`src/hdl/lzd_pkg.sv`:
```
`timescale 1ns / 1ps
// ----------------------------------------------------------------------------
// lzd_pkg
// Shared constants, types and the back-reference decode for the LZNT1
// stream decompressor.
// ----------------------------------------------------------------------------
package lzd_pkg;

  // history memory
  localparam int HIST_DEPTH = 4096;
  localparam int HIST_AW    = $clog2(HIST_DEPTH);
  localparam int FILL_W     = HIST_AW + 1;

  // longest run of copy bytes per request
  localparam int MAX_BURST  = 64;
  localparam int BURST_W    = $clog2(MAX_BURST + 1);

  // chunk counters, copy length and distance
  localparam int CNT_W      = 13;
  localparam int POS_MAX    = (1 << CNT_W) - 1;

  // result status codes
  typedef enum logic [2:0] {
    ST_OK        = 3'd0,
    ST_PENDING   = 3'd1,
    ST_ENDED     = 3'd2,
    ST_REJECTED  = 3'd3,
    ST_TRUNCATED = 3'd4
  } status_t;

  // controller to datapath commands
  typedef struct packed {
    logic capture;
    logic exec;
    logic put_lit;
    logic rd;
    logic put_copy;
    logic put_empty;
  } ctrl_cmd_t;

  // datapath to controller status
  typedef struct packed {
    logic plan_lit;
    logic plan_copy;
    logic out_free;
    logic burst_last;
  } dp_sts_t;

  // decoded back-reference
  typedef struct packed {
    logic [CNT_W-1:0] len;
    logic [CNT_W-1:0] disp;
  } backref_t;

  // split a 16-bit token by the bit length of (position - 1), clamped to 4..12
  function automatic backref_t decode_backref(input logic [CNT_W-1:0] pos,
                                              input logic [15:0] tok);
    logic [CNT_W-1:0] t;
    logic [3:0]       bl;
    logic [3:0]       db;
    logic [4:0]       lb;
    logic [15:0]      mask;
    backref_t         r;
    t  = pos - CNT_W'(1);
    bl = 4'd0;
    for (int i = 0; i < CNT_W; i++) begin
      if (t[i]) begin
        bl = 4'(i + 1);
      end
    end
    db     = (bl < 4'd4) ? 4'd4 : ((bl > 4'd12) ? 4'd12 : bl);
    lb     = 5'd16 - {1'b0, db};
    mask   = 16'((17'd1 << lb) - 17'd1);
    r.len  = CNT_W'(tok & mask) + CNT_W'(3);
    r.disp = CNT_W'(tok >> lb) + CNT_W'(1);
    return r;
  endfunction

endpackage

```
`src/hdl/lzd_ctrl.sv`:
```
`timescale 1ns / 1ps
// ----------------------------------------------------------------------------
// lzd_ctrl
// Sequencer: takes one request, lets the datapath decode it, then walks
// through the literal, copy or empty result steps.
// ----------------------------------------------------------------------------
module lzd_ctrl
  import lzd_pkg::*;
(
  input  logic      clk,
  input  logic      rst,
  input  logic      in_valid,
  output logic      in_stall,
  input  dp_sts_t   sts,
  output ctrl_cmd_t cmd
);

  typedef enum logic [5:0] {
    S_IDLE  = 6'b000001,
    S_EXEC  = 6'b000010,
    S_LIT   = 6'b000100,
    S_READ  = 6'b001000,
    S_COPY  = 6'b010000,
    S_EMPTY = 6'b100000
  } state_t;

  state_t state;
  state_t state_next;

  // next state and commands
  always_comb begin
    state_next = state;
    cmd        = '0;
    unique case (state)
      S_IDLE: begin
        if (in_valid) begin
          cmd.capture = 1'b1;
          state_next  = S_EXEC;
        end
      end
      S_EXEC: begin
        cmd.exec = 1'b1;
        if (sts.plan_lit) begin
          state_next = S_LIT;
        end else if (sts.plan_copy) begin
          state_next = S_READ;
        end else begin
          state_next = S_EMPTY;
        end
      end
      S_LIT: begin
        if (sts.out_free) begin
          cmd.put_lit = 1'b1;
          state_next  = S_IDLE;
        end
      end
      S_READ: begin
        cmd.rd     = 1'b1;
        state_next = S_COPY;
      end
      S_COPY: begin
        if (sts.out_free) begin
          cmd.put_copy = 1'b1;
          state_next   = sts.burst_last ? S_IDLE : S_READ;
        end
      end
      S_EMPTY: begin
        if (sts.out_free) begin
          cmd.put_empty = 1'b1;
          state_next    = S_IDLE;
        end
      end
      default: begin
        state_next = S_IDLE;
      end
    endcase
  end

  // state register
  always_ff @(posedge clk) begin
    if (rst) begin
      state <= S_IDLE;
    end else begin
      state <= state_next;
    end
  end

  assign in_stall = (state != S_IDLE);

endmodule

```
`config.mk`:
```
export PLATFORM = sky130hd
export DESIGN_NAME = lzd_ctrl
export DESIGN_NICKNAME = d
export VERILOG_FILES = /design/src/hdl/lzd_pkg.sv /design/src/hdl/lzd_ctrl.sv
export SDC_FILE = /design/constraint.sdc
export NUM_CORES = 1
export LEC_CHECK = 0
export BUFFER_PORTS_ARGS = -buffer_cell sky130_fd_sc_hd__buf_2
export CAP_MARGIN = 20
export CORE_AREA = 2 2 39 41
export CTS_CLUSTER_DIAMETER = 50
export DETAILED_ROUTE_END_ITERATION = 12
export DIE_AREA = 0 0 41 43
export SLEW_MARGIN = 20
export SYNTH_ARGS = -nofsm -noshare
export SYNTH_HDL_FRONTEND = slang
export SYNTH_SLANG_ARGS = --single-unit
export TNS_END_PERCENT = 20
```
`constraint.sdc`:
```
create_clock -name clk -period 1.45 [get_ports clk]
set_input_delay 0.29 -clock clk [delete_from_list [all_inputs] [get_ports clk]]
set_output_delay 0.29 -clock clk [all_outputs]
set_load 0.02 [all_outputs]
```
# --- Word level (Yosys, flattened, before mapping) ---
# Index checks and enable logic that the tools add are counted.
totals:
  out_inout_bits: 7
  in_bits: 7
  ff_bits: 6
  wordCells: 28
op_classes:
  n_eq_ne: 10
  muxes: 15
  reduce_logical: 2
op_table:
  columns: ["operator", "n"]
  rows:
  - ["$mux W6", 5]
  - ["$pmux W6 S5", 1]
  - ["$mux W1", 8]
  - ["$eq A6 B1 Y1 const B", 1]
  - ["$eq A6 B2 Y1 const B", 1]
  - ["$eq A6 B3 Y1 const B", 1]
  - ["$eq A6 B4 Y1 const B", 1]
  - ["$eq A6 B5 Y1 const B", 1]
  - ["$eq A6 B6 Y1 const B", 1]
  - ["$ne A6 B1 Y1 const B", 1]
  - ["$mux W4", 1]
  - ["$ne A2 B2 Y1 const B", 2]
  - ["$reduce_and A3 Y1", 1]
  - ["$ne A2 B1 Y1 const B", 1]
  - ["$reduce_or A2 Y1", 1]

# --- Depth between registers and ports, before layout ---
# Gate-level depths: netlist of the first run.
logic_depth:
  depth_word: 4
  mapped_depth: 5

# --- Worst setup path before layout of the first run ---
# No wires, ideal clock.
synth_path:
  kind: "reg2out"
  startpoint: "reg state[0]"
  endpoint: "out cmd[2] (netlist name)"
  path_buffers: 0
  required_time_ns: 1.160
  arrival_ns: 1.216
  slack_ns: -0.056
  stages_incl_launch_ff: 4
  cell_sequence: "dfxtp_1 nor2_1 nand2_1 nor3b_1"
synth_rtl:
  columns: ["item", "line_no", "source"]
  rows:
  - ["start: declaration", "lzd_ctrl.sv:27", "state_t state;"]
  - ["start signal: assignment", "lzd_ctrl.sv:84", "state <= state_next;"]
  - ["end: declaration", "lzd_ctrl.sv:15", "output ctrl_cmd_t cmd"]

==> results of run 1 <==
[what timing repair did]
item                       CTS  global route
setup buffers                6             3
setup endpoints to repair    7             9
gates resized for setup     23             6
pin swaps                    8             4
hold buffers                 0             0
cloned                       0             0
[layout make-up]
cell class	instances	area [um2]	share of cell area (%)
multi-input combinational	36	302	44.5
clock buffer	3	22.5	3.32
sequential	6	138	20.3
inverter	4	15.0	2.21
tap	16	20.0	2.95
timing repair buffer	25	181	26.8
[kinds of logic after synthesis]
group | Yosys count | synth area share (%)
buffers and inverters | 5 | 6.54
XOR/XNOR | 1 | 2.18
AO/OA/AOI/OAI | 11 | 24.6
AND/OR/NAND/NOR | 24 | 36.8
flip-flops | 6 | 29.9
[cells in the final DEF, fill, tap and decap left out]
master	instances
inv_1	4
nor3b_2	2
and2b_1	1
nor2_1	5
o2111ai_2	1
nand3b_1	1
dfxtp_4	4
nand2b_1	1
o311ai_1	2
o211ai_1	1
and4_4	1
nor2_4	3
buf_4	15
xor2_1	1
nand3_2	1
nand2_1	1
clkbuf_4	3
nor3_2	1
o21a_1	1
buf_2	7
nand3_1	1
nor3_1	2
o21ai_0	2
nor3b_1	2
a31o_1	1
a211oi_2	1
buf_6	3
dfxtp_2	2
nand4b_4	1
a32o_2	1
o21ai_2	1
nand2_2	1
[path summary, 6_finish.rpt]
check	to	slack [ns]	cells past startpoint
setup / recovery	cmd[2]	-0.05	4
hold / removal	state[3]	0.25	2
setup reg to reg	state[0]	0.06	5
hold reg to reg	state[3]	0.59	3
[per-stage QoR]
stage | power, mW | hold WS [ns] | setup TNS (ns)
2_1_floorplan | 0.304 | 0.363 | -0.0100
3_3_place_gp | 0.372 | 0.525 | 0
3_5_place_dp | 0.372 | 0.522 | 0
4_1_cts | 0.583 | 0.256 | -0.0603
5_1_grt | 0.640 | 0.258 | -0.538
6_report | 0.609 | 0.252 | -0.163
[power groups by stage]
stage / Combinational [mW] / Clock, mW / Sequential, mW
6_report: 0.246 / 0.160 / 0.203
5_1_grt: 0.264 / 0.173 / 0.203
4_1_cts: 0.225 / 0.157 / 0.201
3_5_place_dp: 0.173 / 0 / 0.198
3_3_place_gp: 0.175 / 0 / 0.197
2_1_floorplan: 0.108 / 0 / 0.195
[per-layer routing]
metal	track usage (%)	up-vias	share of wire, %
li1	-	228	-
met1	17.4	204	44
met2	23.4	11	50
met3	3.14	4	2.4
met4	10.0	0	2.7
met5	0	-	0
==> flow_metrics.py, run 1 <==
metrics = {
    "status": {
        "outcome": "finished with violations",
        "violations": "negative setup slack",
    },
    "setup_path": {
        "path_class": "reg -> out",
        "worstSetupStartpoint": "state[0]",
        "worstSetupEndpointType": "output pin",
        "arrival_ns": 1.21,
        "path_cells": "nor2_4 -> nand2_2 -> nor3b_2 -> buf_4",
        "r2r_start": "state[3]",
        "cp_max_fo": 3,
        "critPathTopFamily": "simple AND/OR/NAND/NOR gates",
        "slowest_delay_ns": 0.35,
        "crit_path_top_delay_cell": "dfxtp_4",
        "path_buf_inv": 1,
        "startpoint_type": "flip-flop",
        "worstPathRequired_ns": 1.16,
    },
    "timing": {
        "setup_slack_ns": -0.0491,
        "worst_pin_slew_ns": 0.270,
        "post-route-min-period_ns": 1.50,
        "hold_viol": 0,
        "slew_headroom_pct": 81.7,
        "fin_skew_ns": 0.00904,
        "maxSlewViolCount": 0,
        "setup_viol": 4,
        "rsz0062_at_grt": "true",
        "period_share_pct": 103,
        "fmax_mhz": 667,
    },
    "synth": {
        "ys_top_cells_by_area": "dfxtp_1 (30%), nor2_1 (5.6%), nor3b_1 (5.6%), o311ai_1 (4.4%), nor3_1 (3.7%)",
        "syn-num-nets": 54,
        "synth-edff-count": 0,
        "synthCells": 47,
        "asyncSetResetFlopFracSynth_pct": 0,
        "synth_top_cell_by_area": "dfxtp_1",
        "yosysSeqAreaShare_pct": 29.9,
        "yosysUniqueCellTypes": 25,
        "synth_top_area_share_pct": 29.9,
        "avgSynthCellArea_um2": 8.55,
        "ys_ff_latch": 6,
        "netlist_area_um2": 402,
        "synthFlopType": "dfxtp_1",
        "synth_common_cells": "dfxtp_1 (6), nor2_1 (6), inv_1 (4), nor3_1 (3), nor3b_1 (3)",
        "synth_warnings": 0,
    },
    "cells_and_area": {
        "largest_reg_flops": 6,
        "fillers": 136,
        "final_core_util_pct": 49.0,
        "drive_above_1_share_pct": 64.9,
        "nets": 83,
        "finalInstanceArea_um2": 678,
        "syn_to_final_growth_pct": 68.8,
        "top_register": "state",
        "top_regs": "state (6)",
        "diodes": 0,
        "fin_cells": 90,
    },
    "grt": {
        "grt_pass1_vias": 393,
        "grt_overflow_total": 0,
        "grt_first_pass_wirelength_mm": 1.72,
        "track_usage_pct": 15.1,
        "antenna_found_initial": 0,
        "grt_max_degree": 9,
    },
    "cts": {
        "cts_tree": "done",
        "cts_root_buf": "clkbuf_4",
        "cts_buffer_depth": 2,
        "clkTransAtPathRegs_ns": 0.05,
        "cts_max_level": 1,
        "clkLatencyLatePin_ns": 0.25,
        "clock_sinks": 6,
        "cts_inserted_buffers": 3,
    },
    "pwr": {
        "swShare_pct": 34.7,
        "powerDensity_nw_per_um2": 898,
        "p_clk_share_pct": 26.3,
        "intPower_mw": 0.398,
        "net-switching-power_mw": 0.211,
        "pwr-share-comb_pct": 40.4,
        "peakVddDrop_mv": 0.627,
        "p_leak_nw": 0.290,
        "seqPwrFrac_pct": 33.3,
    },
    "detailed_routing": {
        "drt_wl_total_mm": 1.16,
        "post-route-drc-count": 0,
        "antenna_left": 0,
        "drt_iter0_drc": 11,
        "wl_per_cell_um": 12.9,
        "num_vias": 447,
        "dr.pass1.iters": 4,
        "vias_per_cell": 4.97,
    },
    "floorplan": {
        "std_cell_rows": 14,
        "core_um2": 1380,
        "fp.dieH_um": 43,
        "ios": 14,
        "initial_core_util_pct": 29.0,
        "die_area_um2": 1760,
        "die_w_um": 41,
    },
    "placed_design": {
        "placed_cell_area_um2": 503,
        "portBuffers": 13,
        "post-place-ws_ns": 0.0719,
        "routabilityCongestion": 0.725,
        "dp.cells": 78,
        "place_hpwl_um": 714,
    },
    "flow_run": {
        "max_cap_violations": 0,
    },
    "hold_path": {
        "hp-class": "in -> reg",
        "min_from": "rst",
    },
}
(Power assumes the default switching activity.)
==> run 2, diff against run 1 <==
CAP_MARGIN = unset   (was 20)
PLACE_DENSITY = 0.52   (was unset)
==> run 2 against run 1 <==
Effect of this change:
- the run still ends with negative setup slack left
- hold slack improved by 0.013 ns
- via count increased by 1.1%
- flip-flop and latch count unchanged
- clock power about the same
- clock-buffer cell count unchanged
- non-clock buffer count decreased by 4
- die area unchanged
- first-iteration DRC count decreased by 91%
- clock skew decreased by 0.0027 ns
- combinational power decreased by 14%
- fmax decreased by 1.1%
- highest routed layer unchanged
==> flow_metrics.py, run 2 (synthesis gave the netlist of run 1 again) <==
metrics = {
    "timing": {
        "fin_skew_ns": 0.00632,
        "setup-tns-final_ns": -0.162,
        "rsz0062_at_grt": "true",
        "hold_viol": 0,
        "period_share_pct": 104,
        "setup_slack_ns": -0.0651,
        "fmax_mhz": 660,
        "setup_viol": 5,
        "worst_pin_slew_ns": 0.320,
        "slew_headroom_pct": 78.3,
        "maxSlewViolCount": 0,
        "post-route-min-period_ns": 1.52,
    },
    "grt": {
        "track_usage_pct": 16.6,
        "antenna_found_initial": 0,
        "grt_max_degree": 10,
        "grt_overflow_total": 0,
        "grt_first_pass_wirelength_mm": 1.85,
        "grt_pass1_vias": 441,
    },
    "detailed_routing": {
        "dr.pass1.iters": 3,
        "drt_wl_total_mm": 1.15,
        "num_vias": 452,
        "antenna_left": 0,
        "post-route-drc-count": 0,
        "drt_iter0_drc": 1,
        "wl_per_cell_um": 13.4,
        "vias_per_cell": 5.26,
    },
    "placed_design": {
        "dp.cells": 78,
        "routabilityCongestion": 0.674,
        "placed_cell_area_um2": 503,
        "post-place-ws_ns": 0.105,
        "portBuffers": 13,
        "place_hpwl_um": 755,
    },
    "cts": {
        "holdBufCountCts": 0,
        "cts_inserted_buffers": 3,
        "cts_max_level": 1,
        "cts_tree": "done",
        "clock_sinks": 6,
        "cts_buffer_depth": 2,
        "cts_root_buf": "clkbuf_4",
        "clkLatencyLatePin_ns": 0.25,
        "clkTransAtPathRegs_ns": 0.05,
    },
    "setup_path": {
        "crit_path_top_delay_cell": "dfxtp_1",
        "path_cells": "nor2_4 -> nand2_2 -> nor3b_2 -> buf_4",
        "rr_worst_depth": 5,
        "path_buf_inv": 1,
        "reg2reg_slack_ns": 0.03,
        "worstPathRequired_ns": 1.16,
        "cp_max_fo": 3,
        "reg2reg_to": "state[0]",
        "path_class": "reg -> out",
        "arrival_ns": 1.23,
        "worstSetupEndpointType": "output pin",
        "r2r_start": "state[3]",
        "worstSetupStartpoint": "state[0]",
        "cp.depth": 4,
        "critPathTopFamily": "simple AND/OR/NAND/NOR gates",
        "cp-endpoint": "cmd[2]",
        "slowest_delay_ns": 0.36,
        "startpoint_type": "flip-flop",
    },
    "cells_and_area": {
        "syn_to_final_growth_pct": 57.0,
        "top_regs": "state (6)",
        "finalInstanceArea_um2": 631,
        "drive_above_1_share_pct": 60.0,
        "largest_reg_flops": 6,
        "fillers": 146,
        "nets": 79,
        "diodes": 0,
        "top_register": "state",
        "register_area_um2": 133,
        "multiInputGateArea_um2": 299,
        "final_cell_mix": "buf_4 (12), buf_2 (8), inv_1 (4), nor2_1 (4)",
        "final_common_cell": "buf_4",
        "fin_cells": 86,
    },
    "floorplan": {
        "fp.dieH_um": 43,
        "die_w_um": 41,
        "die_area_um2": 1760,
        "ios": 14,
        "initial_core_util_pct": 29.0,
        "std_cell_rows": 14,
        "core_um2": 1380,
    },
    "pwr": {
        "powerDensity_nw_per_um2": 905,
        "p_leak_nw": 0.270,
        "peakVddDrop_mv": 0.687,
    },
    "flow_run": {
        "max_cap_violations": 0,
    },
    "status": {
        "violations": "negative setup slack",
        "outcome": "finished with violations",
    },
    "hold_path": {
        "hp-class": "in -> reg",
    },
}
[run 2: metal layers]
metal	global-route usage, %	vias to the layer above	wire length [um]	part of all wire (%)
li1	-	222	-	-
met5	0	-	0	0
met3	4.71	4	46	4.0
met1	17.4	213	440	38
met2	25.3	13	628	55
met4	14.0	0	34	3.0
[run 2: area by class of cell]
type / instances / share of cell area [%]
Multi-Input combinational cell: 36 / 47.4
Timing Repair Buffer: 21 / 22.4
Sequential cell: 6 / 21.0
Clock buffer: 3 / 3.57
Tap cell: 16 / 3.17
Inverter: 4 / 2.38
[run 2: through the flow]
step / utilization (%) / power, mW / hold slack, ns
floorplan: - / 0.304 / 0.363
global placement: 36.3 / 0.375 / 0.528
detailed placement: 36.3 / 0.371 / 0.527
CTS: 43.4 / 0.566 / 0.255
global route: 45.6 / 0.605 / 0.259
finish: 45.6 / 0.570 / 0.265
[run 2: repair_timing]
| item | in CTS | in global routing |
|---|---|---|
| hold endpoints to repair | 0 | 0 |
| setup buffers | 2 | 3 |
| pin swaps | 8 | 4 |
| gates resized for setup | 20 | 3 |
| setup endpoints to repair | 7 | 7 |
[run 2: worst min path at each step]
stage	endpoint	slack, ns	from	cells after the start
after global placement	state[3]	0.53	rst	2
after floorplan	state[3]	0.36	rst	1
after detailed placement	state[3]	0.53	rst	2
after CTS	state[3]	0.25	rst	2
final	state[3]	0.26	rst	2
after global routing	state[3]	0.26	rst	2
[run 2: where the power goes]
group | switching [mW] | internal, mW
Combinational | 0.113 | 0.0990
Clock | 0.0641 | 0.0939
Sequential | 0.0247 | 0.175
Total | 0.202 | 0.368
[run 2: worst register-to-register path, stage by stage (launching register included)]
cell and delay, ns:
dfxtp_4 0.35, buf_4 0.15, nor3b_1 0.25, o311ai_1 0.16, o311ai_1 0.26, o211ai_1 0.12
==> run 3, diff against run 2 <==
SETUP_SLACK_MARGIN = 0.15   (was unset)
==> run 3 against run 2 <==
Effect of this change:
- the run still ends with negative setup slack left
- die area is the same
- global-route usage is 1.5 points lower
- register-to-register slack better by 0.04 ns
- flip-flop and latch count unchanged
- hold slack better by 0.011 ns
- combinational power is 24% higher
- first-iteration DRC count rose to 5.0 times the previous value
- clock skew decreased by 0.0024 ns
- wire length is 1.7% lower
- sequential share of layout area is 1.6 points lower
- critical path type unchanged
- largest cell class unchanged
==> flow_metrics.py, run 3 (synthesis gave the netlist of run 1 again) <==
metrics = {
    "floorplan": {
        "fp.dieH_um": 43,
        "die_w_um": 41,
        "core_um2": 1380,
        "ios": 14,
        "initial_core_util_pct": 29.0,
        "std_cell_rows": 14,
        "die_area_um2": 1760,
    },
    "cells_and_area": {
        "syn_to_final_growth_pct": 72.9,
        "register_area_um2": 135,
        "multiInputGateArea_um2": 322,
        "nets": 83,
        "largest_reg_flops": 6,
        "fin_cells": 90,
        "top_regs": "state (6)",
        "top_register": "state",
        "final_core_util_pct": 50.2,
        "fillers": 141,
        "diodes": 0,
        "drive_above_1_share_pct": 70.3,
        "final_common_cell": "buf_4",
        "final_cell_mix": "buf_4 (17), buf_2 (6), inv_1 (4), nor3b_2 (4), nor2_1 (4)",
    },
    "timing": {
        "rsz0062_at_grt": "true",
        "worst_pin_slew_ns": 0.266,
        "period_share_pct": 104,
        "setup_viol": 5,
        "fin_skew_ns": 0.00388,
        "fmax_mhz": 662,
        "post-route-min-period_ns": 1.51,
        "hold_viol": 0,
        "maxSlewViolCount": 0,
        "worst_hold_slack_ns": 0.276,
        "setup_slack_ns": -0.0608,
        "slew_headroom_pct": 82.2,
    },
    "setup_path": {
        "r2r_start": "state[4]",
        "worstSetupStartpoint": "state[2]",
        "worstPathRequired_ns": 1.16,
        "cp-endpoint": "cmd[5]",
        "reg2reg_to": "state[2]",
        "path_cells": "nor2_4 -> buf_4 -> nand4b_4 -> nor2_2 -> buf_6",
        "cp_max_fo": 4,
        "arrival_ns": 1.22,
        "path_class": "reg -> out",
        "slowest_delay_ns": 0.34,
        "rr_worst_depth": 6,
        "worstSetupEndpointType": "output pin",
        "reg2reg_slack_ns": 0.07,
        "crit_path_top_delay_cell": "dfxtp_2",
        "startpoint_type": "flip-flop",
    },
    "cts": {
        "clock_sinks": 6,
        "cts_tree": "done",
        "clkLatencyLatePin_ns": 0.24,
        "cts_inserted_buffers": 3,
        "holdBufCountCts": 0,
        "cts_max_level": 1,
        "cts_root_buf": "clkbuf_4",
        "clkTransAtPathRegs_ns": 0.04,
        "cts_buffer_depth": 2,
    },
    "grt": {
        "grt_pass1_vias": 437,
        "antenna_found_initial": 0,
        "grt_max_degree": 8,
        "grt_overflow_total": 0,
        "grt_first_pass_wirelength_mm": 1.77,
        "track_usage_pct": 15.1,
    },
    "pwr": {
        "powerDensity_nw_per_um2": 875,
        "peakVddDrop_mv": 0.430,
        "p_leak_nw": 0.292,
    },
    "detailed_routing": {
        "drt_wl_total_mm": 1.13,
        "dr.pass1.iters": 2,
        "antenna_left": 0,
        "num_vias": 449,
        "wl_per_cell_um": 12.6,
        "drt_iter0_drc": 5,
        "vias_per_cell": 4.99,
        "post-route-drc-count": 0,
    },
    "status": {
        "outcome": "finished with violations",
        "violations": "negative setup slack",
    },
    "placed_design": {
        "post-place-ws_ns": 0.0501,
        "dp.cells": 80,
        "portBuffers": 13,
        "place_hpwl_um": 784,
        "routabilityCongestion": 0.657,
    },
    "flow_run": {
        "max_cap_violations": 0,
    },
    "hold_path": {
        "hp-class": "in -> reg",
    },
}
-- run 3: how the worst min path moves through the flow --
stage	from	endpoint	slack, ns	cells past startpoint
after detailed placement	rst	state[3]	0.53	2
after global routing	rst	state[3]	0.28	2
after CTS	rst	state[3]	0.26	2
after global placement	rst	state[3]	0.54	2
final	rst	state[3]	0.28	2
after floorplan	rst	state[3]	0.36	1
-- run 3: metrics by stage --
step	total power [mW]	TNS [ns]	area, um2
floorplan	0.308	0	414
global placement	0.375	0	526
detailed placement	0.375	0	526
CTS	0.606	-0.0989	666
global route	0.650	-0.511	694
finish	0.608	-0.141	694
-- run 3: timing repair --
item                                   in CTS  in global routing
endpoints found under the hold margin       0                  0
setup buffers                               5                  2
gates resized for setup                    27                  4
setup endpoints to repair                  11                 12
pin swaps                                  13                 10
-- run 3: layer usage --
metal	global-route usage, %	vias up	wire length [um]
li1	-	230	-
met1	17.7	206	522
met2	24.1	13	555
met3	3.14	0	51
met4	8.00	0	0
met5	0	-	0
-- run 3: area by class of cell --
class                           count  area share (%)
Inverter                            4            2.16
Clock buffer                        3            3.24
Multi-Input combinational cell     36            46.3
Tap cell                           16            2.88
Sequential cell                     6            19.5
Timing Repair Buffer               25            25.9
-- run 3: worst max-delay path, delay by kind of cell (launching register included) --
kind          cells  cell delay (ns)
flops             1             0.34
simple gates      3             0.39
buf+inv           2             0.25
-- run 3: where the power goes --
| part | switching, mW | internal [mW] |
|---|---|---|
| clock | 0.0559 | 0.0933 |
| combinational | 0.131 | 0.132 |
| sequential | 0.0174 | 0.179 |
